<file path="config.mk">
export PLATFORM = sky130hd
export DESIGN_NAME = tmr_outq
export DESIGN_NICKNAME = d
export VERILOG_FILES = /design/src/rtl/tmr_pkg.sv /design/src/rtl/tmr_outq.sv
export SDC_FILE = /design/constraint.sdc
export NUM_CORES = 1
export LEC_CHECK = 0
export ABC_CLOCK_PERIOD_IN_PS = 30300
export BUFFER_PORTS_ARGS = -buffer_cell sky130_fd_sc_hd__buf_2
export CAP_MARGIN = 20
export CELL_PAD_IN_SITES_DETAIL_PLACEMENT = 1
export CELL_PAD_IN_SITES_GLOBAL_PLACEMENT = 1
export CORE_ASPECT_RATIO = 0.9
export CORE_MARGIN = 2
export CORE_UTILIZATION = 47
export DETAILED_ROUTE_END_ITERATION = 6
export PLACE_DENSITY = 0.88
export SETUP_SLACK_MARGIN = 0.15
export SLEW_MARGIN = 20
export SYNTH_ARGS = -nofsm -noshare
export SYNTH_HDL_FRONTEND = slang
export SYNTH_SLANG_ARGS = --single-unit
</file>
<file path="constraint.sdc">
create_clock -name clk -period 30.3 [get_ports clk]
set_clock_uncertainty 0.2 [all_clocks]
set_input_delay 3.03 -clock clk [delete_from_list [all_inputs] [get_ports clk]]
set_output_delay 3.03 -clock clk [all_outputs]
set_load 0.02 [all_outputs]
</file>
<file path="src/rtl/tmr_pkg.sv">
package tmr_pkg;

  localparam int LANES         = 8;
  localparam int DW            = 32;
  localparam int MAX_SLICE_DEF = 1024;

  // result queue depth: one entry on display, one landing from the pipe, one spare
  localparam int QD = 3;

  // configuration register indexes
  localparam logic [1:0] REG_VECS   = 2'd0;
  localparam logic [1:0] REG_ROWS   = 2'd1;
  localparam logic [1:0] REG_GROUPS = 2'd2;

  typedef logic [LANES-1:0][DW-1:0] vec_t;

  typedef struct packed {
    logic first;
    logic last_row;
    logic last_vec;
    logic last_group;
  } ctl_t;

  typedef struct packed {
    vec_t maxv;
    logic slice_end;
    logic run_end;
  } res_t;

endpackage

</file>
<file path="src/rtl/tmr_outq.sv">
module tmr_outq
  import tmr_pkg::*;
(
  input  logic       clk,
  input  logic       rst,
  input  logic       push,
  input  res_t       din,
  output logic       out_valid,
  input  logic       out_ready,
  output res_t       dout,
  output logic [1:0] count
);

  res_t       q [QD];
  logic [1:0] wr_ptr;
  logic [1:0] rd_ptr;
  logic       pop;

  assign out_valid = (count != 2'd0);
  assign pop       = out_valid && out_ready;
  assign dout      = q[rd_ptr];

  always_ff @(posedge clk) begin
    if (push) q[wr_ptr] <= din;
  end

  always_ff @(posedge clk) begin
    if (rst) begin
      wr_ptr <= 2'd0;
      rd_ptr <= 2'd0;
      count  <= 2'd0;
    end else begin
      if (push) wr_ptr <= (wr_ptr == 2'(QD - 1)) ? 2'd0 : wr_ptr + 2'd1;
      if (pop)  rd_ptr <= (rd_ptr == 2'(QD - 1)) ? 2'd0 : rd_ptr + 2'd1;
      case ({push, pop})
        2'b10:   count <= count + 2'd1;
        2'b01:   count <= count - 2'd1;
        default: count <= count;
      endcase
    end
  end

endmodule

</file>
==> results.toml <==
[synth]
synthAdderAreaFrac_pct = 0.0432
synth_top_family_by_area = "multiplexers"
synth_warnings = 0
syn_avg_cell_area_um2 = 17.4
synth_compound_gate_area_share_pct = 4.59
ys_seq_area_share_pct = 80.8
yosysTopAreaCell = "edfxtp_1"
synth_fp_nets = 1930
synthCells = 1667
synth.cell_area_um2 = 29000
synth_simple_gate_area_share_pct = 3.58
synth_seq_cells = 782
synth_xor_area_share_pct = 0.0604
ys_types = 25
netlist.area_leader.share_pct = 80.2
synth_mux_area_share_pct = 8.91
synthTopCellsByArea = "edfxtp_1 80%, mux2i_1 8.9%, o21ai_1 3.8%"

[timing]
post-route-period-util_pct = 22.7
slew_viol_final = 0
fmax_ghz = 0.146
tns_ns = 0
period_needed_ns = 6.87
hold_viol_final = 0
timing.hold.ws_ns = 0.299
fin_ws_ns = 23.43
rsz0062_at_grt = "false"
worst-slew-pin-transition_ns = 1.31
setup_viol = 0
relSlewSlack_pct = 12.7

[routing]
wl_per_cell_um = 24.4
drt_iter0_drc = 1268
routed.top_layer = "met5"
vias = 16500
drt-vias-per-instance = 5.38
wl_met3_mm = 5.72
routed_wirelength_mm = 74.7
drtPass1Iterations = 7
wl_met1_mm = 27.6
wl_met2_mm = 39.5
drc_errors = 0
ant_nets = 0

[worst_setup_path]
cp_max_fo = 114
required_ns = 27.07
crit_path_end_kind = "primary output"
worstSetupPathType = "flip-flop to primary output"
startpoint_type = "flip-flop"
arrival_ns = 3.64

[power_and_ir_drop]
p_leak_nw = 11.8
power_mw = 2.73
peakVddDrop_mv = 0.0603
power_density_nw_per_um2 = 78.7

[grt]
grt_pass1_vias = 17800
grt_use_total_pct = 22.9
grt_max_degree = 197
overflow = 0
antenna_found_initial = 18
grt_pass1_wl_mm = 109

[cells_and_area]
fin_nets = 2466
finalInstanceArea_um2 = 34700
area_growth_pct = 19.9
fill_cells = 5727
register_area_um2 = 23400
drive_gt1_share_pct = 29.2
multi_input_area_um2 = 5000

[floorplanning]
io-pin-count = 523
coreArea_um2 = 61100
start_util_pct = 47.4
die-width_um = 266
die-area_um2 = 63700
die_h_um = 240
rows = 86

[placed_design]
dpl_cell_area_um2 = 32200
dp_hpwl_mm = 46.9
gp_congestion = 0.818
place_ws_ns = 23.51
numPortBuffers = 522

[clock_tree]
cts_tree = "yes"
h-tree-depth = 3
cts.sinks = 782
cts_buffers = 80
clockRootBuffer = "clkbuf_16"
cts_hold_buffers = 0
path_clk_slew_ns = 0.06
post_cts_buffers = 0
cts_resized = 0
clockBufferDepth = 3
clock_latency_ns = 0.59

[outcome]
outcome = "complete, no violations"

[flow_run]
cap_violations = 0

[min_path]
hp-class = "flip-flop to flip-flop"
==> metal layers <==
metal / vias up / GRT usage [%]
met3: 133 / 5.95
met2: 647 / 41.3
met1: 8250 / 26.7
met4: 14 / 6.98
met5: - / 0
li1: 7427 / -
==> worst max-delay path: stages, from the launching register on <==
cell     delay [ns]
dfxtp_4        0.53
buf_4          0.83
buf_4          0.93
nand2_1        0.23
o21ai_1        0.19
buf_2          0.20
==> stage by stage <==
| step | cells | utilization [%] |
|---|---|---|
| finish | 3063 | 56.8 |
| global route | 3057 | 56.8 |
| CTS | 3049 | 56.7 |
| detailed placement | 2911 | 52.6 |
| global placement | 2911 | 52.6 |
| floorplan | 1667 | - |
==> cell type report <==
cell class	count	area share [%]
Multi-Input combinational cell	797	14.4
Clock buffer	93	5.90
Timing Repair Buffer	540	8.11
Tap cell	792	2.85
Antenna cell	12	0.0864
Sequential cell	782	67.4
Clock inverter	45	1.24
Inverter	2	0.0216
==> where the power goes <==
part	total [mW]	switching (mW)	leakage [nW]	internal, mW
logic	0.522	0.348	3.38	0.174
registers	1.27	0.0219	7.22	1.24
clock network	0.946	0.401	1.21	0.545
total	2.73	0.771	11.8	1.96
==> sequential cells by signal, summed over array words and instances, names as in the netlist, named ones only <==
name    flops
rd_ptr      2
wr_ptr      2
count       2
q         774
==> path summary, 6_finish.rpt <==
| check | startpoint | end | slack, ns | cells past startpoint |
|---|---|---|---|---|
| hold / removal | rd_ptr[1] | flip-flop | 0.30 | 2 |
| hold reg to reg | rd_ptr[1] | flip-flop | 0.30 | 2 |
| setup reg to reg | wr_ptr[0] | q[1][51] | 26.71 | 4 |
| setup / recovery | flip-flop | dout[43] | 23.43 | 5 |
==> cell families after synthesis <==
| kind of cell | Yosys count |
|---|---|
| adder cells (fa/ha/maj) | 1 |
| AND/OR/NAND/NOR | 271 |
| flip-flops | 782 |
| buffers and inverters | 88 |
| XOR/XNOR | 2 |
| AO/OA/AOI/OAI | 265 |
| multiplexers | 258 |
==> cells in the final DEF, fill, tap and decap left out, drive strengths merged, types with 2 or more instances in the layout <==
master | Yosys | final
edfxtp | 774 | 774
buf | 58 | 540
nand2 | 261 | 261
o21ai | 260 | 260
mux2i | 258 | 258
clkbuf | 28 | 93
clkinv | 0 | 29
diode | 0 | 12
dfxtp | 8 | 8
bufinv | 0 | 7
inv | 2 | 7
a21oi | 4 | 4
clkinvlp | 0 | 4
nor2 | 3 | 3
or3 | 2 | 2
==> cells in the mapped netlist <==
library cell    n
xor2_1          1
or3_1           2
nor2_1          3
xnor2_1         1
buf_4           4
or2_2           1
or3b_1          1
inv_1           2
dfxtp_1         8
nor3_1          1
clkbuf_1       28
o21ai_1       221
buf_2          29
buf_8           2
nor2b_1         1
mux2i_1       258
buf_12          2
and3b_1         1
buf_6          21
a21oi_1         4
ha_1            1
o21ba_2         1
edfxtp_1      774
o21ai_0        39
nand2_1       261
Power figures use the tool's default switching activity.
