## config.mk

```make
export PLATFORM = sky130hd
export DESIGN_NAME = tmr_seq
export DESIGN_NICKNAME = d
export VERILOG_FILES = /design/src/rtl/tmr_pkg.sv /design/src/rtl/tmr_seq.sv
export SDC_FILE = /design/constraint.sdc
export NUM_CORES = 1
export LEC_CHECK = 0
export ABC_AREA = 1
export BUFFER_PORTS_ARGS = -buffer_cell sky130_fd_sc_hd__buf_2
export CAP_MARGIN = 25
export CELL_PAD_IN_SITES_DETAIL_PLACEMENT = 1
export CELL_PAD_IN_SITES_GLOBAL_PLACEMENT = 2
export CORE_ASPECT_RATIO = 1.75
export CORE_MARGIN = 2
export CORE_UTILIZATION = 34
export DETAILED_ROUTE_END_ITERATION = 16
export GPL_TIMING_DRIVEN = 0
export PLACE_DENSITY_LB_ADDON = 0.1
export SLEW_MARGIN = 20
export SYNTH_ARGS = -nofsm -noshare
export SYNTH_HDL_FRONTEND = slang
export SYNTH_SLANG_ARGS = --single-unit
```

## constraint.sdc

```tcl
create_clock -name clk -period 4 [get_ports clk]
set_input_delay 0.2 -clock clk [delete_from_list [all_inputs] [get_ports clk]]
set_output_delay 0.2 -clock clk [all_outputs]
set_load 0.01 [all_outputs]
```

## src/rtl/tmr_pkg.sv

```systemverilog
package tmr_pkg;

  localparam int LANES         = 8;
  localparam int DW            = 32;
  localparam int MAX_SLICE_DEF = 1024;

  // result queue depth: one entry on display, one landing from the pipe, one spare
  localparam int QD = 3;

  // configuration register indexes
  localparam logic [1:0] REG_VECS   = 2'd0;
  localparam logic [1:0] REG_ROWS   = 2'd1;
  localparam logic [1:0] REG_GROUPS = 2'd2;

  typedef logic [LANES-1:0][DW-1:0] vec_t;

  typedef struct packed {
    logic first;
    logic last_row;
    logic last_vec;
    logic last_group;
  } ctl_t;

  typedef struct packed {
    vec_t maxv;
    logic slice_end;
    logic run_end;
  } res_t;

endpackage

```

## src/rtl/tmr_seq.sv

```systemverilog
module tmr_seq
  import tmr_pkg::*;
#(
  parameter int VEC_CAP = MAX_SLICE_DEF / LANES,
  parameter int AW      = (VEC_CAP > 1) ? $clog2(VEC_CAP) : 1
) (
  input  logic          clk,
  input  logic          rst,
  input  logic          cfg_we,
  input  logic [1:0]    cfg_index,
  input  logic [31:0]   cfg_data,
  input  logic          adv,
  output logic [AW-1:0] addr,
  output ctl_t          ctl
);

  localparam logic [15:0] CAP16 = 16'(VEC_CAP);

  logic [7:0]    vecs_per_slice;
  logic [15:0]   rows_per_group;
  logic [19:0]   group_count;
  logic [AW-1:0] vector_index;
  logic [15:0]   row_index;
  logic [19:0]   group_index;

  logic [15:0] eff_vecs, vidx16, vi16, eff_rows;
  logic [19:0] eff_groups;
  logic        last_vec, last_row, last_group;

  always_comb begin
    eff_vecs = {8'd0, vecs_per_slice};
    if (eff_vecs == 16'd0) eff_vecs = 16'd1;
    if (eff_vecs > CAP16) eff_vecs = CAP16;
    vidx16     = 16'(vector_index);
    last_vec   = vidx16 >= (eff_vecs - 16'd1);
    // a counter left past the end by a config change sits at the last position
    vi16       = last_vec ? (eff_vecs - 16'd1) : vidx16;
    eff_rows   = (rows_per_group == 16'd0) ? 16'd1 : rows_per_group;
    eff_groups = (group_count == 20'd0) ? 20'd1 : group_count;
    last_row   = row_index >= (eff_rows - 16'd1);
    last_group = group_index >= (eff_groups - 20'd1);
  end

  assign addr           = vi16[AW-1:0];
  assign ctl.first      = (row_index == 16'd0);
  assign ctl.last_row   = last_row;
  assign ctl.last_vec   = last_vec;
  assign ctl.last_group = last_group;

  always_ff @(posedge clk) begin
    if (rst) begin
      vecs_per_slice <= 8'd1;
      rows_per_group <= 16'd1;
      group_count    <= 20'd1;
    end else if (cfg_we) begin
      case (cfg_index)
        REG_VECS:   vecs_per_slice <= cfg_data[7:0];
        REG_ROWS:   rows_per_group <= cfg_data[15:0];
        REG_GROUPS: group_count    <= cfg_data[19:0];
        default:    ;
      endcase
    end
  end

  always_ff @(posedge clk) begin
    if (rst) begin
      vector_index <= '0;
      row_index    <= 16'd0;
      group_index  <= 20'd0;
    end else if (adv) begin
      if (last_vec) begin
        vector_index <= '0;
        if (last_row) begin
          row_index   <= 16'd0;
          group_index <= last_group ? 20'd0 : group_index + 20'd1;
        end else begin
          row_index <= row_index + 16'd1;
        end
      end else begin
        vector_index <= vi16[AW-1:0] + AW'(1);
      end
    end
  end

endmodule

```

==> impl_metrics.json, run 1 <==
{
  "antenna_cells": 0,
  "antenna_found_initial": 0,
  "crit_buf_inv": 8,
  "hold_viol": 0,
  "grt.total_usage": 0.2147,
  "setup_slack_ns": 0.1896,
  "root_buffer": "clkbuf_16",
  "numCtsBuffers": 9,
  "yosys_register_bits": 87,
  "synth.top_cell.area_share": 0.2928,
  "hold_path_class": "primary input to flop",
  "max_freq_mhz": 262.4,
  "cp.required_ns": 3.80,
  "area_growth_pct": 17.71,
  "grt_pass1_wl_um": 31160,
  "path_clk_slew_ns": 0.07,
  "crit_top_cell": "inv_1",
  "setup.worst_path.start_class": "flop",
  "synthArstFlopShare": 0,
  "drt_iter0_drc": 118,
  "drc": 0,
  "tritoncts": "yes",
  "grt_setup_unrepaired": "true",
  "leakage_uw": 0.003008,
  "syn_nets": 969,
  "synth_cell_types": 37,
  "slew-limit-headroom": 0.6056,
  "drt_pre_antenna_iters": 4,
  "drive_above_1_share": 0.1418,
  "netlist_instances": 880,
  "fin_util": 0.4048,
  "synth_ff_type": "dfxtp_1",
  "vias_per_cell": 5.006,
  "worstHoldStart": "cfg_data[19]",
  "powerDensity_nw_per_um2": 350.4,
  "rows": 64,
  "cts.sinks": 87,
  "r2r-start": "vecs_per_slice[3]",
  "fin_nets": 1029,
  "fin_worst_skew_ns": 0.006403,
  "finalMaxSlewViolations": 0,
  "syn_avg_cell_area_sq_um": 6.759,
  "synth_top_cell_by_area": "dfxtp_1",
  "crit_family": "simple AND/OR/NAND/NOR gates",
  "die_h_um": 179.0,
  "drt-total-wl_um": 19450,
  "ios": 49,
  "ys_top_cells_by_count": "nand2_1, nor2_1, inv_1",
  "path_class": "flop to primary output",
  "gp_congestion": 0.8341,
  "clockBufferDepth": 2,
  "dp_slack_ns": -0.5961,
  "coreArea_sq_um": 17300,
  "crit_start": "group_count[11]",
  "clkLatencyLatePin_ns": 0.36,
  "overflow": 0,
  "final.min_clock_period_ns": 3.810,
  "ys_seq_area_frac": 0.2928,
  "grt_pass1_vias": 6230,
  "maxCapViolations": 0,
  "cts-hold-fix-buffers": 0,
  "yosysWarnings": 0,
  "die_width_um": 104.0,
  "dp_hpwl_um": 16010,
  "cp_slowest_cell": "dfxtp_2",
  "totalPowerFinal_uw": 2454,
  "synth_area_sq_um": 5948,
  "ir_drop_v": 0.0001729,
  "setup_viol": 0,
  "worst-path-max-fanout": 7,
  "yosysMostFrequentCell": "nand2_1",
  "outcome": "complete, no violations",
  "start_util": 0.3439,
  "synth_edf_count": 0,
  "io_buffer_count": 35,
  "grt_max_degree": 15,
  "antenna_left": 0,
  "h-tree-depth": 3,
  "arrival_ns": 3.61,
  "critPathMaxStageDelay_ns": 0.35,
  "fin_crit_sh": 0.9526,
  "vias": 5887,
  "cp-end-kind": "primary output",
  "wl_per_cell_um": 16.54,
  "die_area_sq_um": 18610,
  "tightest_slew_ns": 0.5895,
  "synth.top_cells.by_area": "dfxtp_1, nand2_1, ha_1, nor2_1, xor2_1"
}
metal layers:
layer / vias up / global-route usage / share of wire
li1: 2987 / - / -
met1: 2819 / 0.2020 / 0.36
met2: 52 / 0.4512 / 0.59
met3: 29 / 0.02399 / 0.014
met4: 0 / 0.1002 / 0.032
met5: - / 0 / 0
layout make-up:
| type | instances | area (sq um) |
|---|---|---|
| multi-input cells | 670 | 3820 |
| repair buffers | 49 | 280.3 |
| plain buffers | 26 | 156.4 |
| inverters | 97 | 366.6 |
| fillers | 2285 | 10290 |
| clock buffers | 11 | 242.7 |
| clock inverters | 5 | 81.33 |
| flip-flops and latches | 87 | 1765 |
| well taps | 231 | 289.0 |
report_power, final:
part	internal (uW)	total, uW	switching [uW]
Clock	565	941	376
Combinational	216	585	369
Sequential	896	928	31.9
Total	1680	2450	777
cell usage in the layout (no fill, tap or decap), drive strengths merged, types with 4 or more instances in the layout:
master | netlist | layout
nand2 | 182 | 182
nor2 | 141 | 141
inv | 97 | 97
dfxtp | 87 | 87
a21oi | 68 | 68
buf | 11 | 60
o21ai | 58 | 58
ha | 51 | 51
xor2 | 42 | 42
nand3 | 42 | 42
clkbuf | 15 | 26
nor3 | 23 | 23
nand4 | 16 | 16
xnor2 | 14 | 14
nor4 | 13 | 13
o211ai | 4 | 4
nor3b | 4 | 4
worst min-delay path, stage by stage:
cell	delay, ns
buf_2	0.09
nor2_1	0.04
nor2_1	0.08
registers in the layout, summed over array words and instances (netlist names):
| signal | flops |
|---|---|
| group_count | 20 |
| group_index | 20 |
| row_index | 16 |
| rows_per_group | 16 |
| vecs_per_slice | 8 |
| vector_index | 7 |
cells by family after synthesis:
group                    share of synthesized area
flip-flops                                  0.2928
buffers and inverters                      0.08624
AO/OA/AOI/OAI                               0.1207
AND/OR/NAND/NOR                             0.3105
XOR/XNOR                                   0.08246
adder cells (fa/ha/maj)                     0.1073
per-stage QoR:
step / hold slack, ns / area (sq um) / TNS [ns] / instances
2_1_floorplan: 0.3263 / 5948 / 0 / 880
3_3_place_gp: 0.4477 / 6412 / -7.722 / 1146
3_5_place_dp: 0.4523 / 6412 / -11.91 / 1146
4_1_cts: 0.07603 / 6815 / -0.01812 / 1165
5_1_grt: 0.1050 / 7002 / -0.09968 / 1176
6_report: 0.08748 / 7002 / 0 / 1176
worst paths after layout:
check | end | slack [ns] | depth (start not counted)
setup reg to reg | vector_index[4] | 0.31 | 23
setup / recovery | ctl[0] | 0.19 | 25
hold reg to reg | vector_index[0] | 0.47 | 2
hold / removal | group_count[19] | 0.09 | 3
timing repair:
action | 4_1_cts | 5_1_grt
resized for setup | 18 | 36
pin swaps | 2 | 10
endpoints found under the setup margin | 48 | 30
buffers inserted | 3 | 11
Note: power is estimated with default switching activity, not from simulation.
==> inputs of run 2 (changes only) <==
--- a/config.mk
+++ b/config.mk
@@ -9,10 +9,10 @@
 export BUFFER_PORTS_ARGS = -buffer_cell sky130_fd_sc_hd__buf_2
 export CAP_MARGIN = 25
 export CELL_PAD_IN_SITES_DETAIL_PLACEMENT = 1
-export CELL_PAD_IN_SITES_GLOBAL_PLACEMENT = 2
+export CELL_PAD_IN_SITES_GLOBAL_PLACEMENT = 1
 export CORE_ASPECT_RATIO = 1.75
 export CORE_MARGIN = 2
-export CORE_UTILIZATION = 34
+export CORE_UTILIZATION = 40
 export DETAILED_ROUTE_END_ITERATION = 16
 export GPL_TIMING_DRIVEN = 0
 export PLACE_DENSITY_LB_ADDON = 0.1
==> impl_metrics.json, run 2 (synthesis gave the netlist of run 1 again) <==
{
  "overflow": 0,
  "max_freq_mhz": 260.3,
  "placed_cell_area_sq_um": 6352,
  "antenna_found_initial": 0,
  "fin_nets": 1034,
  "path_class": "flop to primary output",
  "switching_share": 0.3133,
  "die_h_um": 165.3,
  "die_area_sq_um": 15900,
  "cp.required_ns": 3.80,
  "vias": 6036,
  "fin_worst_skew_ns": 0.009801,
  "antenna_left": 0,
  "numCtsBuffers": 9,
  "reg2reg_slack_ns": 0.29,
  "final_area_sq_um": 6997,
  "cp-end-kind": "primary output",
  "area_growth_pct": 17.63,
  "layout_commonest_cell": "nand2_1",
  "seqPwrFrac": 0.376,
  "finalMaxSlewViolations": 0,
  "setup_tns_ns": 0,
  "setup_viol": 0,
  "outcome": "complete, no violations",
  "drt_pre_antenna_iters": 5,
  "die_width_um": 96.18,
  "worst-path-max-fanout": 8,
  "clockBufferDepth": 2,
  "arrival_ns": 3.64,
  "pwr-share-clk": 0.384,
  "cts.sinks": 87,
  "start_util": 0.4049,
  "antenna_cells": 0,
  "clkLatencyLatePin_ns": 0.34,
  "drt_iter0_drc": 179,
  "fin_crit_sh": 0.9606,
  "powerDensity_nw_per_um2": 353.5,
  "io_buffer_count": 35,
  "hold_viol": 0,
  "rows": 59,
  "maxCapViolations": 0,
  "grt_pass1_vias": 6305,
  "ir_drop_v": 0.0002362,
  "tritoncts": "yes",
  "wl_per_cell_um": 16.76,
  "gp_congestion": 0.8320,
  "combPwrFrac": 0.240,
  "hold_path_class": "primary input to flop",
  "root_buffer": "clkbuf_16",
  "layout_common_cells": "nand2_1, nor2_1, inv_1",
  "h-tree-depth": 3,
  "drc": 0,
  "power.internal_uw": 1699,
  "p_sw_uw": 774.9,
  "drt-total-wl_um": 18970,
  "setup.worst_path.start_class": "flop",
  "grt_pass1_wl_um": 29640,
  "dp_hpwl_um": 15320,
  "final.min_clock_period_ns": 3.842,
  "grt_max_degree": 15,
  "top_regs": "group_count (20), group_index (20)",
  "coreArea_sq_um": 14690,
  "totalPowerFinal_uw": 2474,
  "leakage_uw": 0.003046,
  "slew-limit-headroom": 0.5667,
  "tightest_slew_ns": 0.6476,
  "grt.total_usage": 0.2419,
  "drive_above_1_share": 0.1496,
  "path_clk_slew_ns": 0.07,
  "ios": 49,
  "vias_per_cell": 5.332
}
run 2: worst max-delay path, cell delays in order (launching register included):
cell,delay [ns]
dfxtp_4,0.37
nor2_1,0.05
nand2_1,0.14
inv_2,0.06
nand4_1,0.10
o21bai_2,0.10
inv_2,0.10
ha_4,0.15
nand3_4,0.09
nor3_4,0.25
nand2_4,0.11
nor4_4,0.34
nand2_1,0.10
xor2_1,0.14
inv_1,0.06
ha_1,0.27
nand2_1,0.06
nor2_2,0.15
buf_4,0.13
nand3_1,0.07
nand4_1,0.17
clkbuf_8,0.18
buf_6,0.10
run 2: what timing repair did:
| action | in CTS | in global routing |
|---|---|---|
| resized for setup | 20 | 36 |
| hold buffers | 0 | 0 |
| pin swaps | 1 | 14 |
| endpoints found under the setup margin | 36 | 41 |
| setup buffers | 2 | 18 |
run 2: power by group through the flow:
| stage | clock network (uW) | registers [uW] | logic, uW |
|---|---|---|---|
| floorplan | 0 | 936 | 377 |
| global route | 1000 | 933 | 663 |
| finish | 951 | 930 | 593 |
| CTS | 970 | 929 | 557 |
| detailed placement | 0 | 947 | 543 |
| global placement | 0 | 945 | 521 |
run 2: metal layers:
metal / wire, um / vias up / global-route usage
li1: - / 3001 / -
met1: 6740 / 2907 / 0.2259
met2: 11220 / 84 / 0.4908
met3: 291 / 44 / 0.02768
met4: 715 / 0 / 0.1182
met5: 0 / - / 0
run 2: final timing paths:
kind	end	depth (start not counted)	from
worst max-delay path	ctl[0]	22	group_count[4]
worst min register to register	vector_index[0]	2	vector_index[0]
worst max register to register	vector_index[4]	23	vecs_per_slice[0]
worst min-delay path	group_count[19]	3	cfg_data[19]
run 2: final cells by class:
cell class / count / area (sq um)
inverters: 97 / 366.6
well taps: 183 / 229.0
repair buffers: 55 / 331.6
fillers: 1956 / 7694
clock inverters: 4 / 77.57
multi-input cells: 670 / 3827
flip-flops and latches: 87 / 1762
plain buffers: 25 / 150.1
clock buffers: 11 / 252.7
run 2: metrics by stage:
| stage | utilization | worst slack [ns] | cells | hold WS [ns] |
|---|---|---|---|---|
| 2_1_floorplan | - | 0.3722 | 880 | 0.3263 |
| 3_3_place_gp | 0.4324 | -0.3817 | 1098 | 0.4315 |
| 3_5_place_dp | 0.4324 | -0.5293 | 1098 | 0.4402 |
| 4_1_cts | 0.4600 | 0.005966 | 1115 | 0.08770 |
| 5_1_grt | 0.4763 | -0.05822 | 1132 | 0.1204 |
| 6_report | 0.4763 | 0.1576 | 1132 | 0.09416 |
==> inputs of run 3 (changes only) <==
--- a/config.mk
+++ b/config.mk
@@ -14,7 +14,6 @@
 export CORE_MARGIN = 2
 export CORE_UTILIZATION = 40
 export DETAILED_ROUTE_END_ITERATION = 16
-export GPL_TIMING_DRIVEN = 0
 export PLACE_DENSITY_LB_ADDON = 0.1
 export SLEW_MARGIN = 20
 export SYNTH_ARGS = -nofsm -noshare
==> impl_metrics.json, run 3 (synthesis gave the netlist of run 1 again) <==
{
  "grt.met3_usage": 0.02223,
  "r2r-start": "group_count[12]",
  "die_h_um": 165.3,
  "gp_congestion": 0.8706,
  "start_util": 0.4049,
  "drt_iter0_drc": 208,
  "setup_slack_ns": 0.1071,
  "io_buffer_count": 36,
  "reg2reg_slack_ns": 0.23,
  "layout_common_cells": "nand2_1, nor2_1, inv_1",
  "antenna_left": 0,
  "crit_start": "group_count[12]",
  "tightest_slew_ns": 0.8461,
  "wl_per_cell_um": 16.94,
  "tritoncts": "yes",
  "cts.sinks": 87,
  "die_area_sq_um": 15900,
  "area_growth_pct": 15.82,
  "met2_usage": 0.4807,
  "seq_area_sq_um": 1760,
  "hold_depth": 3,
  "finalMaxSlewViolations": 0,
  "clkLatencyLatePin_ns": 0.35,
  "grt_pass1_wl_um": 29260,
  "arrival_ns": 3.69,
  "fin_nets": 1016,
  "grt_pass1_vias": 6057,
  "cp-end-kind": "primary output",
  "busiest_layer": "met2",
  "ios": 49,
  "cts-hold-fix-buffers": 0,
  "clockBufferDepth": 2,
  "setup_viol": 0,
  "use_met1": 0.2319,
  "fin_util": 0.4690,
  "setup_tns_ns": 0,
  "grt.total_usage": 0.2385,
  "r2r_end": "group_index[13]",
  "rows": 59,
  "cp.required_ns": 3.80,
  "vias": 5909,
  "root_buffer": "clkbuf_16",
  "antenna_cells": 0,
  "hold_path_class": "primary input to flop",
  "path_class": "flop to primary output",
  "worst_r2r_path_depth": 23,
  "drive_above_1_share": 0.1386,
  "worst-path-max-fanout": 7,
  "dp_slack_ns": 0.05756,
  "max_freq_mhz": 256.9,
  "totalPowerFinal_uw": 2409,
  "path_clk_slew_ns": 0.07,
  "fill_cells": 1888,
  "grt_max_degree": 33,
  "multi_input_area_sq_um": 3817,
  "coreArea_sq_um": 14690,
  "worstHoldStart": "cfg_data[19]",
  "fin_worst_skew_ns": 0.01400,
  "setup.worst_path.start_class": "flop",
  "ir_drop_v": 0.0002166,
  "drt_pre_antenna_iters": 4,
  "numCtsBuffers": 9,
  "layout_commonest_cell": "nand2_1",
  "powerDensity_nw_per_um2": 349.7,
  "outcome": "complete, no violations",
  "leakage_uw": 0.002974,
  "min_to": "group_count[19]",
  "slew-limit-headroom": 0.4353,
  "vias_per_cell": 5.304,
  "top_regs": "group_count (20), group_index (20)",
  "drt-total-wl_um": 18870,
  "drc": 0,
  "die_width_um": 96.18,
  "antenna_found_initial": 0,
  "dp_hpwl_um": 14930,
  "maxCapViolations": 0,
  "final.min_clock_period_ns": 3.893,
  "overflow": 0,
  "h-tree-depth": 3,
  "hold_viol": 0,
  "fin_crit_sh": 0.9732
}
run 3: cell types whose count changed in the layout (fill, tap and decap cells not counted), sizes merged:
cell,previous run,this run
bufinv,2,1
buf,65,60
clkinv,1,0
inv,98,97
clkinvlp,0,4
clkbuf,26,12
run 3: worst max path at each step:
| stage | slack, ns | endpoint |
|---|---|---|
| after floorplan | 0.37 | vector_index[6] |
| after global placement | 0.30 | vector_index[6] |
| after detailed placement | 0.06 | group_index[14] |
| after CTS | 0.01 | ctl[2] |
| after global routing | -0.13 | ctl[0] |
| final | 0.11 | ctl[0] |
run 3: what timing repair did:
action	4_1_cts	5_1_grt
hold endpoints to repair	0	0
cloned	0	2
setup endpoints to repair	1	32
gates resized for setup	3	42
setup buffers	1	7
pin swaps	0	9
run 3: critical path: stages, from the launching register on:
cell and delay [ns]:
dfxtp_4 0.39, nor2_1 0.05, inv_1 0.09, nor2_1 0.08, nand3_1 0.07, o21bai_1 0.11, inv_1 0.12, ha_4 0.16
nand3_4 0.09, nor3_4 0.21, nand2_2 0.13, nor4_4 0.32, buf_4 0.17, xor2_2 0.15, ha_1 0.25, nand2_1 0.10
o21ai_0 0.11, a21oi_1 0.17, nand4_1 0.23, buf_12 0.21, buf_2 0.13
run 3: power breakdown:
group / internal [uW] / leakage [uW] / switching [uW]
Clock: 518 / 0.000144 / 371
Combinational: 217 / 0.00212 / 378
Sequential: 896 / 0.000712 / 29.3
run 3: layout make-up:
class	instances	area share
Inverter	97	0.05376
Clock inverter	4	0.007810
Tap cell	183	0.03324
Timing Repair Buffer	61	0.05776
Timing Repair inverter	1	0.001090
Clock buffer	11	0.03669
Multi-Input combinational cell	670	0.5541
Sequential cell	87	0.2555
run 3: stage by stage:
step / instance area, sq um / instances / hold WS, ns
6_report: 6889 / 1114 / 0.08890
5_1_grt: 6889 / 1114 / 0.1017
4_1_cts: 6671 / 1105 / 0.08645
3_5_place_dp: 6344 / 1089 / 0.4358
3_3_place_gp: 6344 / 1089 / 0.4312
2_1_floorplan: 5948 / 880 / 0.3263
run 3: metal layers:
metal / vias up / part of all wire
met5: - / 0
met4: 0 / 0.042
met3: 43 / 0.012
met2: 72 / 0.58
met1: 2836 / 0.36
li1: 2958 / -
